<file path="config.mk">
export PLATFORM = sky130hd
export DESIGN_NAME = seven_segment_serial_writer
export DESIGN_NICKNAME = d
export VERILOG_FILES = /design/src/sv/ssw_pkg.sv /design/src/sv/ssw_div10.sv /design/src/sv/ssw_shifter.sv /design/src/sv/seven_segment_serial_writer.sv
export SDC_FILE = /design/constraint.sdc
export NUM_CORES = 1
export LEC_CHECK = 0
export BUFFER_PORTS_ARGS = -buffer_cell sky130_fd_sc_hd__buf_4
export CAP_MARGIN = 20
export CORE_MARGIN = 5
export CORE_UTILIZATION = 45
export DETAILED_ROUTE_END_ITERATION = 8
export PLACE_DENSITY = 0.63
export SLEW_MARGIN = 15
export SYNTH_ARGS = -nofsm -noshare
export SYNTH_HDL_FRONTEND = slang
export SYNTH_SLANG_ARGS = --single-unit
export TNS_END_PERCENT = 30
</file>
<file path="constraint.sdc">
create_clock -name i_clk -period 16.2 [get_ports i_clk]
set_input_delay 3.24 -clock i_clk [delete_from_list [all_inputs] [get_ports i_clk]]
set_output_delay 3.24 -clock i_clk [all_outputs]
set_load 0.01 [all_outputs]
</file>
<file path="src/sv/ssw_pkg.sv">
`timescale 1ns / 1ps
// ----------------------------------------------------------------------------
// ssw_pkg: shared types and constants for the seven-segment serial writer
// Frame request passed from the sequencer to the shifter, and the digit and
// position code tables.
// ----------------------------------------------------------------------------
package ssw_pkg;

    localparam int NUM_W   = 32;   // width of the input number
    localparam int PROD_W  = 64;   // width of the reciprocal product
    localparam int REM_W   = 4;    // decimal digit
    localparam int POS_W   = 3;    // display position, up to eight positions
    localparam int FRAME_W = 16;   // segment byte then select byte
    localparam int BCNT_W  = 4;    // bit counter within one frame

    localparam logic [REM_W-1:0] DIVISOR = 4'd10;

    // ceil(2^35 / 10): exact quotient for every 32-bit dividend after >> 35
    localparam logic [NUM_W-1:0] RECIP_10    = 32'hCCCCCCCD;
    localparam int               RECIP_SHIFT = 35;

    // frame request from sequencer to shifter
    typedef struct packed {
        logic [FRAME_W-1:0] frame;
        logic [1:0]         pos;
        logic               is_last;
    } t_frame_req;

    // sequencer states
    typedef enum logic [1:0] {
        S_IDLE,
        S_DIV,
        S_DRAIN
    } t_seq_state;

    // active-low segment byte for one decimal digit
    function automatic logic [7:0] seg_code(input logic [REM_W-1:0] digit);
        logic [7:0] code;
        unique case (digit)
            4'd0:    code = 8'hC0;
            4'd1:    code = 8'hF9;
            4'd2:    code = 8'hA4;
            4'd3:    code = 8'hB0;
            4'd4:    code = 8'h99;
            4'd5:    code = 8'h92;
            4'd6:    code = 8'h82;
            4'd7:    code = 8'hF8;
            4'd8:    code = 8'h80;
            4'd9:    code = 8'h90;
            default: code = 8'hFF;
        endcase
        return code;
    endfunction

    // position select byte; positions above three enable nothing
    function automatic logic [7:0] sel_code(input logic [POS_W-1:0] pos);
        logic [7:0] code;
        unique case (pos)
            3'd0:    code = 8'hF1;
            3'd1:    code = 8'hF2;
            3'd2:    code = 8'hF4;
            3'd3:    code = 8'hF8;
            default: code = 8'hF0;
        endcase
        return code;
    endfunction

endpackage

</file>
<file path="src/sv/ssw_div10.sv">
`timescale 1ns / 1ps
// ----------------------------------------------------------------------------
// ssw_div10: divide by ten
// Reciprocal multiplication in two steps: the scaled product first, then
// quotient and remainder. Both hold after the second step until the next start.
// ----------------------------------------------------------------------------
module ssw_div10 (
    input  logic                      i_clk,
    input  logic                      i_rst_n,
    input  logic                      i_start,
    input  logic [ssw_pkg::NUM_W-1:0] i_dividend,
    output logic                      o_busy,
    output logic [ssw_pkg::NUM_W-1:0] o_quotient,
    output logic [ssw_pkg::REM_W-1:0] o_remainder
);
    import ssw_pkg::*;

    logic              r_busy;
    logic              r_step;
    logic [NUM_W-1:0]  r_num;
    logic [PROD_W-1:0] r_prod;
    logic [NUM_W-1:0]  r_q;
    logic [REM_W-1:0]  r_rem;

    logic [NUM_W-1:0]  quot;

    // quotient from the scaled product
    assign quot = NUM_W'(r_prod >> RECIP_SHIFT);

    // control: product step, then result step
    always_ff @(posedge i_clk) begin
        if (!i_rst_n) begin
            r_busy <= 1'b0;
            r_step <= 1'b0;
        end else if (i_start) begin
            r_busy <= 1'b1;
            r_step <= 1'b0;
        end else if (r_busy) begin
            r_step <= 1'b1;
            if (r_step) begin
                r_busy <= 1'b0;
            end
        end
    end

    // dividend, product, quotient and remainder
    always_ff @(posedge i_clk) begin
        if (i_start) begin
            r_num <= i_dividend;
        end else if (r_busy && !r_step) begin
            r_prod <= PROD_W'(r_num) * PROD_W'(RECIP_10);
        end else if (r_busy) begin
            r_q   <= quot;
            // remainder is below ten, so the low four bits are enough
            r_rem <= r_num[REM_W-1:0] - quot[REM_W-1:0] * DIVISOR;
        end
    end

    assign o_busy      = r_busy;
    assign o_quotient  = r_q;
    assign o_remainder = r_rem;

endmodule

</file>
<file path="src/sv/ssw_shifter.sv">
`timescale 1ns / 1ps
// ----------------------------------------------------------------------------
// ssw_shifter: frame serialiser
// Holds one 16-bit frame and presents it MSB first, one bit per beat, with
// frame end and last flags on the final bit.
// ----------------------------------------------------------------------------
module ssw_shifter (
    input  logic                i_clk,
    input  logic                i_rst_n,
    input  logic                i_load,
    input  ssw_pkg::t_frame_req i_req,
    output logic                o_busy,
    output logic                o_valid,
    input  logic                i_stall,
    output logic                o_serial_bit,
    output logic [1:0]          o_digit_position,
    output logic                o_frame_end,
    output logic                o_last
);
    import ssw_pkg::*;

    logic               r_busy;
    logic [BCNT_W-1:0]  r_cnt;
    logic [FRAME_W-1:0] r_frame;
    logic [1:0]         r_pos;
    logic               r_is_last;
    logic               fend;

    assign fend = (r_cnt == BCNT_W'(FRAME_W - 1));

    // beat control
    always_ff @(posedge i_clk) begin
        if (!i_rst_n) begin
            r_busy <= 1'b0;
            r_cnt  <= '0;
        end else if (i_load) begin
            r_busy <= 1'b1;
            r_cnt  <= '0;
        end else if (r_busy && !i_stall) begin
            r_cnt <= r_cnt + 1'b1;
            if (fend) begin
                r_busy <= 1'b0;
            end
        end
    end

    // frame shift register
    always_ff @(posedge i_clk) begin
        if (i_load) begin
            r_frame   <= i_req.frame;
            r_pos     <= i_req.pos;
            r_is_last <= i_req.is_last;
        end else if (r_busy && !i_stall) begin
            r_frame <= {r_frame[FRAME_W-2:0], 1'b0};
        end
    end

    assign o_busy           = r_busy;
    assign o_valid          = r_busy;
    assign o_serial_bit     = r_frame[FRAME_W-1];
    assign o_digit_position = r_pos;
    assign o_frame_end      = fend;
    assign o_last           = fend && r_is_last;

endmodule

</file>
<file path="src/sv/seven_segment_serial_writer.sv">
`timescale 1ns / 1ps
// After a number is accepted, the divider forms the product, then the quotient
// and remainder, and the shifter then loads the first frame and presents its first
// beat. Each later digit is divided in the shared divide-by-ten unit, hidden behind
// the 16-beat frame of the previous digit; a frame is loaded only once the shifter
// is free, and a new number is accepted only once the last frame has left.
// Reset: synchronous, active low; clears sequencer, divider and shifter control.
// ----------------------------------------------------------------------------
// seven_segment_serial_writer: serial frame writer for a seven-segment display
// Splits a number into decimal digits, least significant first, and sends
// one segment/select frame per digit, up to DIGIT_COUNT digits, one bit per beat.
// ----------------------------------------------------------------------------
module seven_segment_serial_writer #(
    parameter int DIGIT_COUNT = 4
) (
    input  logic                      i_clk,
    input  logic                      i_rst_n,
    input  logic                      i_valid,
    output logic                      o_stall,
    input  logic [ssw_pkg::NUM_W-1:0] i_number,
    output logic                      o_valid,
    input  logic                      i_stall,
    output logic                      o_serial_bit,
    output logic [1:0]                o_digit_position,
    output logic                      o_frame_end,
    output logic                      o_last
);
    import ssw_pkg::*;

    t_seq_state       r_state, n_state;
    logic [POS_W-1:0] r_pos, n_pos;

    logic             div_start;
    logic [NUM_W-1:0] div_in;
    logic             div_busy;
    logic [NUM_W-1:0] div_quot;
    logic [REM_W-1:0] div_rem;

    logic             sh_load;
    logic             sh_busy;
    t_frame_req       sh_req;
    logic             more;

    // shared divide-by-ten unit
    ssw_div10 u_div (
        .i_clk       (i_clk),
        .i_rst_n     (i_rst_n),
        .i_start     (div_start),
        .i_dividend  (div_in),
        .o_busy      (div_busy),
        .o_quotient  (div_quot),
        .o_remainder (div_rem)
    );

    // frame serialiser
    ssw_shifter u_shift (
        .i_clk            (i_clk),
        .i_rst_n          (i_rst_n),
        .i_load           (sh_load),
        .i_req            (sh_req),
        .o_busy           (sh_busy),
        .o_valid          (o_valid),
        .i_stall          (i_stall),
        .o_serial_bit     (o_serial_bit),
        .o_digit_position (o_digit_position),
        .o_frame_end      (o_frame_end),
        .o_last           (o_last)
    );

    // another digit follows while higher digits remain and positions are left
    assign more = (div_quot != '0) && (r_pos != '0);

    // frame for the digit just divided out
    always_comb begin
        sh_req.frame   = {seg_code(div_rem), sel_code(r_pos)};
        sh_req.pos     = r_pos[1:0];
        sh_req.is_last = !more;
    end

    // sequencer state register
    always_ff @(posedge i_clk) begin
        if (!i_rst_n) begin
            r_state <= S_IDLE;
            r_pos   <= '0;
        end else begin
            r_state <= n_state;
            r_pos   <= n_pos;
        end
    end

    // sequencer next state
    always_comb begin
        n_state   = r_state;
        n_pos     = r_pos;
        div_start = 1'b0;
        div_in    = div_quot;
        sh_load   = 1'b0;
        unique case (r_state)
            S_IDLE: begin
                if (i_valid) begin
                    div_start = 1'b1;
                    div_in    = i_number;
                    n_pos     = POS_W'(DIGIT_COUNT - 1);
                    n_state   = S_DIV;
                end
            end
            S_DIV: begin
                if (!div_busy && !sh_busy) begin
                    sh_load = 1'b1;
                    if (more) begin
                        div_start = 1'b1;
                        n_pos     = r_pos - 1'b1;
                    end else begin
                        n_state = S_DRAIN;
                    end
                end
            end
            S_DRAIN: begin
                if (!sh_busy) begin
                    n_state = S_IDLE;
                end
            end
            default: n_state = S_IDLE;
        endcase
    end

    assign o_stall = (r_state != S_IDLE);

    // checks
    a_accept_starts_div: assert property (@(posedge i_clk) disable iff (!i_rst_n)
        (i_valid && !o_stall) |=> div_busy)
        else $error("divider not started after accepted number");

    a_load_when_free: assert property (@(posedge i_clk) disable iff (!i_rst_n)
        sh_load |-> (!sh_busy && !div_busy))
        else $error("frame loaded while shifter or divider busy");

    a_last_on_frame_end: assert property (@(posedge i_clk) disable iff (!i_rst_n)
        (o_valid && o_last) |-> o_frame_end)
        else $error("last flag away from frame end");

    a_drain_no_div: assert property (@(posedge i_clk) disable iff (!i_rst_n)
        (r_state == S_DRAIN) |-> !div_busy)
        else $error("divider running while draining final frame");

endmodule

</file>
* After elaboration in Yosys (flattened, before gate mapping)
Memory sizes are Yosys's and may differ from the RTL's. A register that Yosys moved wholly into a read port is not among the register bits.
Index checks and enable logic that the tools add are counted.
** Operators by class
- $add $sub $neg :: 3
- Multiply operators :: 2
- Div/mod/pow operators :: 0
- $lt $le $gt $ge :: 0
- Eq/ne operators :: 11
- Shifts and indexed selects :: 0
- Mux-type cells :: 27
- Bitwise operators :: 3
- Reduce and logical (&&, ||, !) cells :: 26
** Operators with widths (count)
- $mul 32x32->64 const B :: 1
- $mux 29 :: 2
- $mux 16 :: 2
- $reduce_bool 32->1 :: 1
- $pmux 4 s4 :: 1
- $mux 1 :: 11
- $ne 2x2->1 const B :: 5
- $mux 3 :: 3
- $mux 2 :: 4
- $reduce_and 4->1 :: 2
- $reduce_bool 2->1 :: 4
- $eq 3x2->1 const B :: 2
- $pmux 2 s3 :: 1
- $pmux 3 s2 :: 1
- $reduce_and 2->1 :: 3
- $logic_and 1x1->1 :: 5
- $logic_not 1->1 :: 5
- $add 4x1->4 const B :: 1
- $eq 4x4->1 const B :: 1
- $mul 4x3->3 const B :: 1
- $mux 4 :: 1
- $reduce_or 2->1 :: 2
- $sub 4x4->4 :: 1
- $eq 3x1->1 const B :: 1
- other kinds (9) :: 11
** Storage, ports and cells
- Bits in registers :: 160
- Latch bits :: 0
- Memory bits (writable) :: 0
- Bits in read-only memories :: 112
- Output and inout bits :: 7
- Word-level logic and storage cells :: 87
- Memories kept :: 1
** Memories
- (name not given) :: depth 16, bits a word 7, rd ports 1, clocked after memory_dff 1, write ports 0, RTL line ssw_pkg.sv:39 : unique case (digit)

* Logic depth before layout (Yosys ltp)
Gate-level depths: netlist of run 1.
- Depth after elaboration :: 8
- Depth in mapped cells :: 25
- Mapped depth without buffers :: 24

* By module
A second synthesis of run 1 with hierarchy kept.
** Unflattened totals
- Cell total of the unflattened synthesis :: 1957
- Area, all modules :: 21564.4 um^2
** By module, submodules not included
- ssw_div10 :: instances 1, cells an instance 1769, area each 19535.0 um^2, sequential area each 2862.7 um^2
- seven_segment_serial_writer :: instances 1, cells an instance 123, area each 1027.2 um^2, sequential area each 100.1 um^2
- ssw_shifter :: instances 1, cells an instance 65, area each 1002.2 um^2, sequential area each 670.6 um^2

* Least setup slack after synthesis of run 1
Ideal clock, no wire load.
- Path type :: reg-to-reg
- Start point :: reg u_div.r_num[19]
- End point :: reg u_div.r_prod[56] (data pin)
- Data arrival time :: 6.566 ns
- Data required time :: 15.933 ns
- Path slack :: 9.368 ns
- Stages on the path, launching flop included :: 25
- Path through :: edfxtp_1 -> ha_1 -> inv_1 -> fa_1 -> inv_1 -> fa_1 -> inv_1 -> fa_1 -> inv_1 -> fa_1 -> fa_1 -> fa_1 -> inv_1 -> fa_1 -> inv_1 -> ha_1 -> nand4_1 -> or3_1 -> nor2_1 -> a32oi_1 -> a211oi_2 -> nor2_1 -> o21a_1 -> o211ai_1 -> o21ai_0
** On the way
- Longest elaborated chain between the ends :: 1
** RTL lines
- start, declared :: RTL line ssw_div10.sv:20 : logic [NUM_W-1:0] r_num;
- start signal, assigned :: RTL line ssw_div10.sv:49 : r_num <= i_dividend;
- $mul 32x32->64 :: RTL line ssw_div10.sv:51 : r_prod <= PROD_W'(r_num) * PROD_W'(RECIP_10);
- end signal, assigned :: RTL line ssw_div10.sv:51
- end, declared :: RTL line ssw_div10.sv:21 : logic [PROD_W-1:0] r_prod;
Every way passes these cells.
A chain may end at the register's enable or synchronous reset.

* Worst setup path in the final report of run 1
- Start point :: reg u_div.r_num[8]
- End point :: reg u_div.r_prod[56] (data pin)
Same word-level chain as after synthesis.

==> reports/qor.yml, run 1 <==
status: "finished clean"
ys_types: 68
core_um2: 48700
final_util: 0.486
netlist_area_um2: 22100
synth_edf_count: 113
syn-num-nets: 2889
synth_top_area_cell: "fa_1"
hold_violations: 0
wl_per_cell_um: 23.0
first_pass_iters: 7
start_util: 0.453
yosysWarningCount: 0
syn_avg_cell_area_um2: 10.5
drt_wl_total_um: 64800
antenna_found_initial: 0
clkSinkCount: 132
area_growth_pct: 7.38
crit_chain: "ha_1 -> inv_1 -> fa_1 -> inv_1 -> fa_1 -> inv_1 -> fa_1 -> inv_1 -> fa_1 -> fa_1 -> fa_1 -> fa_1 -> ha_1 -> nand4_1 -> or4_1 -> o2bb2ai_1 -> o211ai_2 -> a211oi_2 -> nor2_1 -> o21a_1 -> o211ai_1 -> o21ai_0"
clk_latency_ps: 440
dpl_worst_slack_ps: 8190
hp-start: "u_div.r_prod[40]"
cts_buffers: 17
ant_nets: 0
vias: 15000
synth-seq-area-share: 0.171
cts_buffer_depth: 2
grtUsageTotal: 0.248
routabilityCongestion: 0.983
synth_ff_type: "edfxtp_1"
rsz0062_at_grt: "no"
diodes: 0
worstReg2RegEnd: "u_div.r_prod[56]"
clkTransAtPathRegs_ps: 70
grt_pass1_vias: 16100
grt_max_degree: 37
cts-resized-gates: 0
async_reset_ff_frac: 0
yosys-top-cells-area: "fa_1, ha_1, edfxtp_1"
r2r_cells: 22
synth_top_area_frac: 0.351
finalWorstSetupSlack_ps: 8160
grt_pass1_wl_um: 99000
via_per_inst: 5.32
maxCapViolCount: 0
dieArea_um2: 53600
drive_gt1_frac: 0.0464
die_w_um: 232
drt_iter0_drc: 1116
slew_violations: 0
period_share: 0.496
grt_overflow_total: 0
fin_area_um2: 23700
critPathKind: "flop to flop"
max_stage_delay_ps: 630
endpoint_kind: "flop"
hp-class: "flop to flop"
cts_root_buf: "clkbuf_16"
min_to: "u_div.o_quotient[5]"
nets: 2923
reg2reg_from: "u_div.r_num[8]"
io_pins: 43
r2r_slack_ps: 8160
cts_tree: "done"
crit_top_cell: "fa_1"
crit_path_start_kind: "flop"
post_cts_buffers: 0
min_path_cells: 0
io_buffers: 42
fillers: 4567
finalSetupTns_ps: 0
worstMarginPinSlew_ps: 935
cpMaxStageDelayCell: "edfxtp_1"
relSlewSlack: 0.361
place_area_um2: 23100
cts_htree_levels: 4
final_common_cell: "inv_1"
fp-row-count: 81
setup_viol: 0
max_freq_ghz: 0.124
multiInputGateArea_um2: 16100
worstPathArrival_ps: 8220
dp_hpwl_um: 57700
seqCellArea_um2: 3770
period_needed_ps: 8040
die_y_um: 232
mostFrequentLayoutCells: "inv_1, fa_1, ha_1"
drc_errors: 0
synthCells: 2108
cts_hold_buf: 0
ys_ff_latch: 132
path_max_fanout: 8
worst_ep_required_time_ps: 16380
finClkSkew_ps: 20.4
worst max path at each step:
stage | start | endpoint | slack [ps]
after floorplan | u_div.r_num[19] | u_div.r_prod[56] | 9370
after global placement | u_div.r_num[8] | u_div.r_prod[61] | 8280
after detailed placement | u_div.r_num[8] | u_div.r_prod[56] | 8190
after CTS | u_div.r_num[8] | u_div.r_prod[56] | 8160
after global routing | u_div.r_num[8] | u_div.r_prod[61] | 7910
final | u_div.r_num[8] | u_div.r_prod[56] | 8160
per-layer routing:
layer	track usage	vias to the layer above	share of wire
met5	0	-	0
met4	0.0955	0	0.047
met3	0.0345	125	0.049
met2	0.412	466	0.48
met1	0.332	7659	0.42
li1	-	6745	-
area by class of cell:
type,instances,share of cell area
multi-input combinational,1397,0.680
sequential,132,0.159
inverter,546,0.0864
tap,664,0.0350
clock buffer,17,0.0179
timing repair buffer,48,0.0155
clock inverter,15,0.00581
state kept, by name, summed over array words and instances (netlist names):
register	cells
u_div.r_prod	29
u_shift.r_is_last	1
u_div.o_quotient	29
u_div.o_busy	1
u_div.o_remainder	4
u_shift.r_cnt	4
sh_req	7
u_div.r_step	1
u_shift.o_busy	1
r_pos	3
u_shift.r_frame	16
u_shift.o_digit_position	2
r_state	2
u_div.r_num	32
cell usage after synthesis, types with 9 or more instances:
master	count
and2_1	17
o21ai_0	38
nand2b_1	16
fa_1	387
xor2_1	43
nor2b_1	12
nand3_1	14
edfxtp_1	113
xnor2_1	40
dfxtp_1	19
nand4_1	15
nand2_1	181
a21oi_1	68
ha_1	358
clkbuf_1	31
and3_1	9
nor2_1	33
inv_1	546
a21o_1	50
kinds of logic (layout without fill, tap and decap cells):
group,after synthesis,in the layout,share of synthesized area
adders and majority gates,745,745,0.554
buffers and inverters,579,626,0.0988
and+or+nand+nor,333,333,0.0702
AOI/OAI and AO/OA,230,230,0.0706
DFF,132,132,0.171
xor gates and xnor gates,83,83,0.0329
muxes,6,6,0.00278
metrics by stage:
stage / instances / hold WS (ps)
floorplan: 2108 / 400
global placement: 2786 / 403
detailed placement: 2786 / 405
CTS: 2818 / 415
global route: 2819 / 421
finish: 2819 / 417
critical path, delay by kind of cell (launching register included):
| family | cells | cell delay (ps) |
|---|---|---|
| and+or+nand+nor | 3 | 840 |
| DFF | 1 | 630 |
| buffers and inverters | 4 | 370 |
| AOI/OAI and AO/OA | 6 | 1410 |
| adders and majority gates | 9 | 4570 |
Power of run 1 is not shown: default switching activity piles up to over one toggle a cycle in this logic, so the estimate is an artifact.
==> inputs of run 2 (changes only) <==
--- a/config.mk
+++ b/config.mk
@@ -5,12 +5,13 @@
 export SDC_FILE = /design/constraint.sdc
 export NUM_CORES = 1
 export LEC_CHECK = 0
+export ABC_AREA = 1
 export BUFFER_PORTS_ARGS = -buffer_cell sky130_fd_sc_hd__buf_4
 export CAP_MARGIN = 20
 export CORE_MARGIN = 5
 export CORE_UTILIZATION = 45
 export DETAILED_ROUTE_END_ITERATION = 8
-export PLACE_DENSITY = 0.63
+export PLACE_DENSITY = 0.66
 export SLEW_MARGIN = 15
 export SYNTH_ARGS = -nofsm -noshare
 export SYNTH_HDL_FRONTEND = slang
==> constraint.sdc (replaced) <==
create_clock -name i_clk -period 6.5 [get_ports i_clk]
set_input_delay 1.3 -clock i_clk [delete_from_list [all_inputs] [get_ports i_clk]]
set_output_delay 1.3 -clock i_clk [all_outputs]
set_load 0.01 [all_outputs]
==> run 2 against run 1 <==
Against the previous run: fmax up 24%; final area rose by 22%; count of clock-buffer cells in the layout unchanged; critical path depth is the same; highest routed layer unchanged.
==> reports/qor.yml, run 2 <==
worstPathArrival_ps: 6690  # -1530 ps
period_share: 0.997  # +0.501
worstMarginPinSlew_ps: 1220  # +286 ps
cts_buffers: 17  # unchanged
die_w_um: 238  # +2.8%
clkTransAtPathRegs_ps: 90  # +20 ps
grt_overflow_total: 0  # unchanged
grt_pass1_vias: 19700  # +23%
antenna_found_initial: 0  # unchanged
cts_hold_buf: 0  # unchanged
ys_types: 40  # -41%
yosysWarningCount: 0  # unchanged
r2r_cells: 22  # unchanged
path_max_fanout: 4  # -4
grt_pass1_wl_um: 120000  # +21%
drive_gt1_frac: 0.224  # +0.178
regMostFlops: "u_div.r_num"
syn_avg_cell_area_um2: 9.07  # -13%
drc_errors: 0  # unchanged
synth_common_cells: "inv_1, fa_1, nand2_1"
ant_nets: 0  # unchanged
setup_viol: 0  # unchanged
synth_top_area_cell: "fa_1"
mostFrequentLayoutCells: "inv_1, buf_4, fa_1"
clk_latency_ps: 470  # +30 ps
cts_buffer_depth: 2  # unchanged
hp-class: "flop to flop"
dp_hpwl_um: 70600  # +22%
endpoint_kind: "flop"
status: "finished clean"
drt_wl_total_um: 80000  # +23%
vias: 18600  # +24%
clkSinkCount: 132  # unchanged
wl_per_cell_um: 21.8  # -5.0%
critPathKind: "flop to flop"
maxCapViolCount: 0  # unchanged
synth_top_area_frac: 0.331  # -0.0199
min_to: "u_div.o_quotient[4]"
synth_ff_type: "edfxtp_1"
final_common_cell: "inv_1"
die_y_um: 238  # +2.8%
worst_ep_required_time_ps: 6700  # -9680 ps
start_util: 0.455  # +0.00243
first_pass_iters: 6  # -1
hp-start: "u_div.r_prod[39]"
finClkSkew_ps: 32.6  # +12.3 ps
syn-num-nets: 3363  # +16%
slew_violations: 0  # unchanged
synth_edf_count: 113  # unchanged
reg2reg_from: "u_div.r_num[18]"
hold_violations: 0  # unchanged
cp-startpoint: "u_div.r_num[18]"
fp-row-count: 83  # +2.5%
grt_max_degree: 41  # +11%
nets: 3747  # +28%
yosys-top-cells-area: "fa_1, ha_1, edfxtp_1"
relSlewSlack: 0.177  # -0.183
core_um2: 51400  # +5.5%
rsz0062_at_grt: "yes"
whs_ps: 419  # +1.92 ps
r2r_slack_ps: 20  # -8140 ps
routabilityCongestion: 0.996  # +1.3%
cts_htree_levels: 4  # unchanged
io_pins: 43  # unchanged
cts_root_buf: "clkbuf_16"
grtUsageTotal: 0.286  # +0.0376
ys_ff_latch: 132  # unchanged
drt_iter0_drc: 1462  # +31%
period_needed_ps: 6480  # -1560 ps
min_path_cells: 0  # unchanged
async_reset_ff_frac: 0  # unchanged
largest_reg_flops: 32  # unchanged
area_growth_pct: 23.3
dieArea_um2: 56700  # +5.8%
via_per_inst: 5.08  # -4.6%
io_buffers: 42  # unchanged
max_freq_ghz: 0.154  # +24%
synth-seq-area-share: 0.161  # -0.00970
synthCells: 2582  # +22%
worstReg2RegEnd: "u_div.r_prod[62]"
crit_path_start_kind: "flop"
netlist_area_um2: 23400  # +6.0%
cts_tree: "done"
synth.most_common_cell: "inv_1"
-- run 2: changes by cell type after synthesis, moves of 19 or more --
cell,previous run,this run
a21o_1,50,13
o21ai_0,38,91
xnor2_1,40,13
clkbuf_1,31,9
nand3_1,14,61
inv_1,546,745
a21oi_1,68,87
nand2_1,181,364
nor2_1,33,166
-- run 2: worst max-delay path by stage --
stage | cells past startpoint | end
5_1_grt | 26 | u_div.r_prod[61]
4_1_cts | 23 | u_div.r_prod[52]
3_3_place_gp | 24 | u_div.r_prod[61]
6_report | 22 | u_div.r_prod[62]
3_5_place_dp | 24 | u_div.r_prod[49]
2_1_floorplan | 26 | u_div.r_prod[45]
-- run 2: layout make-up --
type	count	area (um2)
clock inverter	15	171
fill	4615	22500
antenna	2	5.00
clock buffer	17	425
inverter	748	2820
sequential	132	3770
timing repair buffer	377	2880
multi-input combinational	1690	17900
tap	680	851
-- run 2: per-stage QoR --
step           setup TNS (ps)  cells  instance area (um2)  setup WS, ps  utilization
4_1_cts                 -14.2   3644                27800         -8.61        0.541
2_1_floorplan               0   2582                23400           351            -
5_1_grt                 -1730   3659                28900          -115        0.561
6_report                    0   3661                28900          17.7        0.562
3_3_place_gp            -2340   3596                26800          -228        0.522
3_5_place_dp            -2930   3596                26800          -282        0.522
-- run 2: cells by family after synthesis --
group / count (synthesis) / synth area share
xor+xnor: 59 / 0.0221
flops: 132 / 0.161
buf+inv: 760 / 0.122
compound gates: 236 / 0.0566
fa+ha+maj: 745 / 0.522
simple gates: 650 / 0.116
-- run 2: timing repair --
action / CTS / global route
buffers inserted: 16 / 15
setup endpoints to repair: 28 / 29
cloned: 0 / 0
pin swaps: 19 / 73
gates resized for setup: 70 / 237
-- run 2: layer usage --
metal  GRT usage  part of all wire  wire length (um)  vias to the layer above
met3      0.0332             0.053              4240                      142
met4      0.0986             0.044              3510                        0
li1            -                 -                 -                     8639
met1       0.383              0.42             33800                     9184
met5           0                 0                 0                        -
met2       0.485              0.48             38500                      615
-- run 2: critical path, stage by stage (launching register included) --
cell      delay [ps]
edfxtp_1         530
ha_4             290
buf_4            140
ha_1             310
fa_1             570
inv_1             80
fa_1             550
inv_2             70
fa_1             500
fa_2             600
fa_1             440
fa_1             490
ha_4             310
buf_4            100
nand2_1          120
nor2_2           250
a21o_1           230
a21oi_1          100
o21ai_2           80
buf_4            160
nand3_1          110
nand3_1          100
nand2_1           60
Power of run 2 is left out for the same reason.
==> inputs of run 3 (changes only) <==
--- a/config.mk
+++ b/config.mk
@@ -9,9 +9,9 @@
 export BUFFER_PORTS_ARGS = -buffer_cell sky130_fd_sc_hd__buf_4
 export CAP_MARGIN = 20
 export CORE_MARGIN = 5
-export CORE_UTILIZATION = 45
+export CORE_UTILIZATION = 60
 export DETAILED_ROUTE_END_ITERATION = 8
-export PLACE_DENSITY = 0.66
+export PLACE_DENSITY = 0.83
 export SLEW_MARGIN = 15
 export SYNTH_ARGS = -nofsm -noshare
 export SYNTH_HDL_FRONTEND = slang
==> run 3 against run 2 <==
Against the previous run: the flow now finishes with violations (setup timing); largest cell class unchanged; non-clock buffer count shrank 1; final area shrank 1.4%; wire length shrank 1.2%; first-iteration DRC count grew 3.8%; critical endpoint is now u_div.r_prod[45]; final cell count shrank 4.5%; highest routed layer unchanged; worst setup slack lost 77 ps; sequential share of layout area grew 0.19 points.
==> reports/qor.yml, run 3 (synthesis gave the netlist of run 2 again) <==
period_share: 1.01  # +0.0119
critPathKind: "flop to flop"
grt_pass1_vias: 20700  # +5.0%
routabilityCongestion: 1.04  # +4.1%
io_buffers: 42  # unchanged
cts_tree: "done"
final_util: 0.736  # +0.175
met1_length_um: 30000  # -11%
grt_overflow_total: 0  # unchanged
wl_per_cell_um: 22.6  # +3.5%
cts_hold_buf: 0  # unchanged
drt_iter0_drc: 1518  # +3.8%
endpoint_kind: "flop"
cts_root_buf: "clkbuf_16"
grt_max_degree: 32  # -22%
failed_checks: "setup timing"
maxCapViolCount: 0  # unchanged
clk_latency_ps: 470  # about the same
finalWorstSetupSlack_ps: -59.8  # -77.5 ps
route.met2.wl_um: 36300  # -5.5%
drt_wl_total_um: 79000  # -1.2%
relSlewSlack: 0.315  # +0.137
cts_buffers: 17  # unchanged
hp-class: "flop to flop"
regMostFlops: "u_div.r_num"
slew_violations: 0  # unchanged
area_growth_pct: 21.5
crit_top_cell: "fa_1"
nets: 3746  # -0.027%
first_pass_iters: 8  # +2
final_common_cell: "inv_1"
worst_ep_required_time_ps: 6720  # +20 ps
max_stage_delay_ps: 600  # about the same
dieArea_um2: 43100  # -24%
clkTransAtPathRegs_ps: 80  # about the same
cpMaxStageDelayCell: "fa_1"
dp_hpwl_um: 68200  # -3.3%
antenna_found_initial: 0  # unchanged
finClkSkew_ps: 20.4  # -12.3 ps
whs_ps: 419  # +0.661 ps
worstMarginPinSlew_ps: 1030  # -195 ps
period_needed_ps: 6560  # +77.5 ps
hold_violations: 0  # unchanged
core_um2: 38600  # -25%
cts_buffer_depth: 2  # unchanged
ant_nets: 0  # unchanged
mostFrequentLayoutCells: "inv_1, fa_1, buf_4"
grt_pass1_wl_um: 119000  # -1.2%
largest_reg_flops: 32  # unchanged
grtUsageTotal: 0.369  # +0.0829
die_w_um: 208  # -13%
setup_viol: 2  # +2
rsz0062_at_grt: "yes"
wl_met3_um: 6190  # +46%
clkSinkCount: 132  # unchanged
start_util: 0.606  # +0.150
cts_htree_levels: 4  # unchanged
vias: 19200  # +3.2%
finalSetupTns_ps: -78.6  # -78.6 ps
worstPathArrival_ps: 6780  # +90 ps
fp-row-count: 72  # -13%
top_layer_used: "met4"
die_y_um: 208  # -13%
status: "finished with violations"
drive_gt1_frac: 0.202  # -0.0221
diodes: 0  # -2
io_pins: 43  # unchanged
via_per_inst: 5.48  # +8.1%
drc_errors: 0  # unchanged
crit_path_start_kind: "flop"
path_max_fanout: 4  # unchanged
max_freq_ghz: 0.152  # -1.2%
==> run 3: timing repair <==
action / 4_1_cts / 5_1_grt
resized for setup: 50 / 175
endpoints found under the setup margin: 29 / 29
pin swaps: 9 / 37
setup buffers: 10 / 14
==> run 3: critical path, delay by kind of cell, from the launching register on <==
| kind | cells | cell delay [ps] |
|---|---|---|
| compound gates | 1 | 210 |
| flops | 1 | 540 |
| buf+inv | 7 | 720 |
| fa+ha+maj | 9 | 4050 |
| simple gates | 8 | 770 |
==> run 3: final timing paths <==
check,slack (ps),end,depth (start not counted),from
setup / recovery,-60,u_div.r_prod[45],25,u_div.r_num[18]
hold / removal,420,u_div.o_quotient[17],0,u_div.r_prod[52]
setup reg to reg,-60,u_div.r_prod[45],25,u_div.r_num[18]
hold reg to reg,420,u_div.o_quotient[17],0,u_div.r_prod[52]
==> run 3: through the flow <==
step	std cells	cell area, um2	setup WS (ps)
floorplan	2582	23400	351
detailed placement	3440	26700	-432
finish	3496	28500	-59.8
CTS	3482	27600	-21.5
global route	3496	28500	-209
global placement	3440	26700	-453
==> run 3: layout make-up <==
type | instances | area (um2)
multi-input cells | 1690 | 17700
repair buffers | 376 | 2890
well taps | 518 | 648
flip-flops and latches | 132 | 3770
inverters | 748 | 2810
clock inverters | 15 | 164
clock buffers | 17 | 425
fillers | 2879 | 10200
==> run 3: routing by layer <==
| layer | up-vias | track usage |
|---|---|---|
| li1 | 8626 | - |
| met1 | 9407 | 0.453 |
| met2 | 867 | 0.593 |
| met3 | 272 | 0.0787 |
| met4 | 0 | 0.237 |
| met5 | - | 0 |
Power of run 3 is left out for the same reason.
